$ cat config.mk
export PLATFORM = sky130hd
export DESIGN_NAME = lkr_ram
export DESIGN_NICKNAME = d
export VERILOG_FILES = /design/src/lkr_ram.sv
export SDC_FILE = /design/constraint.sdc
export NUM_CORES = 1
export LEC_CHECK = 0
export BUFFER_PORTS_ARGS = -buffer_cell sky130_fd_sc_hd__clkbuf_2
export CAP_MARGIN = 10
export CORE_MARGIN = 3
export CORE_UTILIZATION = 35
export DETAILED_ROUTE_END_ITERATION = 16
export PLACE_DENSITY_LB_ADDON = 0.1
export SYNTH_ARGS = -nofsm -noshare
export SYNTH_HDL_FRONTEND = slang
export SYNTH_SLANG_ARGS = --single-unit
$ cat constraint.sdc
create_clock -name clock -period 4.6 [get_ports clock]
set_input_delay 0.46 -clock clock [delete_from_list [all_inputs] [get_ports clock]]
set_output_delay 0.46 -clock clock [all_outputs]
set_load 0.02 [all_outputs]
$ cat src/lkr_ram.sv
module lkr_ram #(
   parameter int WIDTH = 8,
   parameter int DEPTH = 16
) (
   input  logic                     clock,
   input  logic                     wr_en,
   input  logic [$clog2(DEPTH)-1:0] wr_addr,
   input  logic [WIDTH-1:0]         wr_data,
   input  logic [$clog2(DEPTH)-1:0] rd_addr,
   output logic [WIDTH-1:0]         rd_data
);
   logic [WIDTH-1:0] mem [DEPTH];

   always_ff @(posedge clock) begin
      if (wr_en) begin
         mem[wr_addr] <= wr_data;
      end
      rd_data <= mem[rd_addr];
   end
endmodule

==> results of run 1 <==
[stage by stage]
step	area [µm²]	setup WS, ps	util	total power, mW	hold WS (ps)
6_report	6020	2620	0.425	2.79	475
3_3_place_gp	5460	2180	0.386	1.56	662
5_1_grt	6020	2460	0.425	2.89	473
2_1_floorplan	5150	2650	-	1.50	559
4_1_cts	6020	2590	0.425	2.82	463
3_5_place_dp	5460	2160	0.386	1.56	665
[metal layers]
metal  GRT usage  routed length (µm)  share of wire  up-vias
met2       0.220                5190           0.51       37
met4      0.0492                  51         0.0050        0
li1            -                   -              -     1056
met5           0                   0              0        -
met3      0.0334                 306          0.030        6
met1       0.173                4650           0.46     1198
[power by group]
group	internal, mW	total [mW]	leakage (nW)	switching, mW
registers	1.39	1.40	1.22	0.00966
clock network	0.786	1.26	0.269	0.475
logic	0.0509	0.131	0.505	0.0797
[layout by cell type, fill, tap and decap left out, types with 6 or more instances in the layout]
master and count:
mux4_1 14, mux4_2 18, clkbuf_16 17, nor2_1 13, clkbuf_2 25, edfxtp_1 128
buf_4 6, a22oi_1 16, dfxtp_1 8, nand2_1 9
[worst reg2reg max path, cell delays in order, from the launching register on]
cell and delay [ps]:
edfxtp_1 360, mux4_1 530, a22oi_1 300, nand2_1 80
[sequential cells by signal, summed over array words and instances (netlist names)]
| register | cells |
|---|---|
| rd_data | 8 |
| mem | 128 |
[cells by family after synthesis]
logic type | count (synthesis) | share of synthesized area
flops | 136 | 0.778
buf+inv | 10 | 0.0168
simple gates | 35 | 0.0318
mux | 32 | 0.150
compound gates | 16 | 0.0233
[final cells by class]
cell class	count	area [µm²]
flip-flops and latches	136	4000
well taps	180	225
fillers	1216	8130
clock inverters	15	135
clock buffers	17	425
multi-input cells	83	1060
repair buffers	31	170
[worst max path at each step]
stage	end	slack, ps	cells past startpoint
2_1_floorplan	mem[0][0]	2650	2
3_3_place_gp	rd_data[5]	2180	5
3_5_place_dp	rd_data[5]	2160	5
4_1_cts	rd_data[0]	2590	5
5_1_grt	rd_data[0]	2460	5
6_report	rd_data[5]	2620	5
==> qor.yml, run 1 <==
die:
  core_area_mm2: 0.0141
  dieArea_mm2: 0.0162
  row_count: 43
  pin_count: 26
  die_h_um: 127
  start_util: 0.364
  chipWidth_um: 127
sta:
  finalMaxSlewViolations: 0
  rsz0062_at_grt: "false"
  finalSetupTns_ps: 0
  fin_crit_sh: 0.431
  setup_violations: 0
  skew_ps: 3.54
  fin_crit_ps: 1980
  fmaxAchievable_mhz: 504
  worst_slew_pin_slew_ps: 988
  hold_violations: 0
  maxSlewHeadroom: 0.339
clock_network:
  clockBufferDepth: 2
  h-tree-depth: 4
  cts-root-buf: "clkbuf_16"
  cts_sinks: 136
  clkLatencyLatePin_ps: 400
  cts_tree: "done"
  path_clk_slew_ps: 60
  ctsHoldBuffers: 0
  postCtsSetupBuffers: 0
  numCtsBuffers: 17
  cts-resized-gates: 0
worst_setup_path:
  r2r_end: "rd_data[3]"
  max_stage_delay_ps: 600
  path_cells: "clkbuf_2 > buf_4 > mux4_1 > a22oi_1 > nand2_1"
  reg2reg_depth: 3
  slowest_stage: "clkbuf_2"
  critical_path_class: "in -> reg"
  cp-end-kind: "flop"
  arrival_ps: 2270
  critPathLaunch: "rd_addr[0]"
  path_buf_inv: 2
  start_kind: "primary input"
  r2r_start: "mem[9][3]"
  cp_max_fo: 20
  cpLargestDelayFamily: "buffers and inverters"
  r2r_slack_ps: 3220
  crit_required_ps: 4890
synthesis:
  synthFlopType: "edfxtp_1"
  ys_seq_elements: 136
  syn_area_mm2: 0.00515
  synth.most_common_cell: "edfxtp_1"
  synthCells: 229
  ys_seq_area_frac: 0.778
  avgSynthCellArea_um2: 22.5
  synth_top_area_share: 0.747
  yosysUniqueCellTypes: 19
  postSynth.asyncResetShare: 0
  synth_nets: 247
  synthTopCellsByArea: "edfxtp_1 (75%), mux4_2 (7.9%), mux4_1 (7.1%)"
  yosysWarnings: 0
  synth_commonest_cells: "edfxtp_1 (128), mux4_2 (18), a22oi_1 (16), mux4_1 (14), nor2_1 (13)"
  synth_edf_count: 128
  synth_top_area_cell: "edfxtp_1"
detailed_routing:
  drt_wl_total_mm: 10.2
  post-route-drc-count: 0
  wire_per_inst_um: 22.1
  vias: 2297
  drt_iter0_drc: 250
  final_antenna_net_count: 0
  post_drt_via_cell_ratio: 4.97
  firstDrtPassIters: 4
layout:
  synthToLayoutAreaGrowth_pct: 16.9
  diodes: 0
  finalNonFillerCells: 462
  fin_nets: 287
  drive_gt1_frac: 0.277
global_routing:
  antenna_found_initial: 0
  grt_pass1_wl_mm: 15.4
  grt_overflow: 0
  grt_max_degree: 33
  grtUsageTotal: 0.134
  grt_pass1_vias: 2476
job:
  max_cap_violations: 0
placement:
  place_hpwl_mm: 6.63
  portBuffers: 25
  dp.cells: 430
  gp_congestion: 0.684
status:
  status: "complete, no violations"
pwr:
  ir_drop_uv: 240
  power_density_mw_per_mm2: 463
  power_leakage_nw: 2.00
hold_path:
  whs_path_depth: 2
  worstHoldPathType: "in -> reg"
  hold_end: "mem[0][7]"
  worst_hold_startpoint: "wr_addr[0]"
Note: power is estimated with default switching activity, not from simulation.
==> inputs of run 2 (changes only) <==
- clock period: 4.6 -> 2 ns (I/O delays scaled with it)
==> run 2 against run 1 <==
Combinational power grew 140%. First-iteration DRC count is 6.4% higher. Via count grew 5.6%. Setup slack lost 2000 ps. Clock power rose by 140%. Critical path type is now reg -> reg. Largest power group unchanged.
==> qor.yml, run 2 (synthesis gave the netlist of run 1 again) <==
global_routing:
  antenna_found_initial: 0  # unchanged
  grt_overflow: 0  # unchanged
  grtUsageTotal: 0.141  # +0.00689
  grt_max_degree: 31  # -6.1%
  grt_pass1_vias: 2537  # +2.5%
  grt_pass1_wl_mm: 16.0  # +3.7%
sta:
  worst_slew_pin_slew_ps: 697  # -292 ps
  setup_violations: 0  # unchanged
  hold_violations: 0  # unchanged
  rsz0062_at_grt: "false"
  skew_ps: 6.47  # +2.93 ps
  fmaxAchievable_mhz: 721
  fin_crit_ps: 1390
  fin_crit_sh: 0.694
  fin_hold_ws_ps: 216  # -259 ps
  finalSetupTns_ps: 0  # unchanged
  finalMaxSlewViolations: 0  # unchanged
  maxSlewHeadroom: 0.534  # +0.195
pwr:
  ir_drop_uv: 618  # +160%
  power_density_mw_per_mm2: 1050  # +130%
  power_leakage_nw: 2.11  # +5.8%
layout:
  largest_reg_flops: 128  # unchanged
  final_core_util: 0.437  # +0.0118
  mostFrequentLayoutCells: "edfxtp_1 (128), clkbuf_2 (25), buf_4 (23)"
  fin_nets: 305  # +6.3%
  reg_top3: "mem (128), rd_data (8)"
  drive_gt1_frac: 0.313  # +0.0367
  diodes: 0  # unchanged
  regMostFlops: "mem"
  mostFrequentLayoutCell: "edfxtp_1"
  synthToLayoutAreaGrowth_pct: 20.1
die:
  pin_count: 26  # unchanged
  die_h_um: 127  # unchanged
  start_util: 0.364  # unchanged
  chipWidth_um: 127  # unchanged
  core_area_mm2: 0.0141  # unchanged
  row_count: 43  # unchanged
  dieArea_mm2: 0.0162  # unchanged
detailed_routing:
  drt_wl_total_mm: 10.7  # +5.4%
  post_drt_via_cell_ratio: 5.05  # +1.6%
  final_antenna_net_count: 0  # unchanged
  wire_per_inst_um: 22.4  # +1.5%
  vias: 2425  # +5.6%
  drt_iter0_drc: 266  # +6.4%
  firstDrtPassIters: 4  # unchanged
  post-route-drc-count: 0  # unchanged
worst_setup_path:
  cpLargestDelayFamily: "multiplexers"
  r2r_start: "mem[10][2]"
  critPathLaunch: "mem[10][2]"
  start_kind: "flop"
  cp-end-kind: "flop"
  cp_max_fo: 1  # -95%
  max_stage_delay_ps: 490  # -110 ps
  r2r_slack_ps: 610  # -2610 ps
  path_buf_inv: 0  # -2
  critical_path_class: "reg -> reg"
  slowest_stage: "mux4_1"
  arrival_ps: 1670  # -600 ps
  crit_required_ps: 2280  # -2610 ps
  path_cells: "mux4_1 > a22oi_1 > nand2_1"
hold_path:
  worstHoldPathType: "in -> reg"
  worst_hold_startpoint: "wr_data[5]"
clock_network:
  cts_tree: "done"
  cts-resized-gates: 0  # unchanged
  cts-root-buf: "clkbuf_16"
  path_clk_slew_ps: 60  # about the same
  cts_sinks: 136  # unchanged
  clockBufferDepth: 2  # unchanged
  numCtsBuffers: 17  # unchanged
  postCtsSetupBuffers: 0  # unchanged
  ctsHoldBuffers: 0  # unchanged
  h-tree-depth: 4  # unchanged
  clkLatencyLatePin_ps: 410  # about the same
placement:
  gp_congestion: 0.708  # +3.5%
  place_hpwl_mm: 6.87  # +3.6%
  portBuffers: 25  # unchanged
job:
  max_cap_violations: 0  # unchanged
status:
  status: "complete, no violations"
-- run 2: cell types whose count changed in the layout (fill, tap and decap cells not counted), sizes merged --
cell / before / now
inv: 1 / 0
clkinvlp: 3 / 0
bufinv: 2 / 1
clkinv: 9 / 1
clkbuf: 42 / 55
buf: 6 / 24
-- run 2: metal layers --
| metal | track usage | share of wire | vias up |
|---|---|---|---|
| met4 | 0.0669 | 0.024 | 0 |
| met1 | 0.177 | 0.44 | 1259 |
| met5 | 0 | 0 | - |
| met3 | 0.0360 | 0.033 | 18 |
| met2 | 0.229 | 0.50 | 56 |
| li1 | - | - | 1092 |
-- run 2: final timing paths --
check	end	cells after the start
hold / removal	mem[3][5]	1
setup / recovery	rd_data[2]	3
setup reg to reg	rd_data[2]	3
hold reg to reg	rd_data[2]	3
-- run 2: where the power goes --
group	switching, mW	leakage (nW)	internal, mW
clock	1.05	0.285	1.94
combinational	0.191	0.605	0.130
sequential	0.0194	1.22	3.19
-- run 2: cell type report --
cell class / instances / area, µm²
clock buffer: 30 / 544
clock inverter: 2 / 35.0
fill: 1221 / 7970
multi-input combinational: 83 / 1060
sequential: 136 / 4000
tap: 180 / 225
timing repair buffer: 49 / 318
-- run 2: stage by stage --
stage               power (mW)  cell area [µm²]  setup slack (ps)  instances
global route              6.73             6180               537        480
CTS                       6.59             6180               607        480
finish                    6.52             6180               613        480
floorplan                 3.44             5150               307        229
detailed placement        3.60             5600               289        448
global placement          3.59             5600               290        448
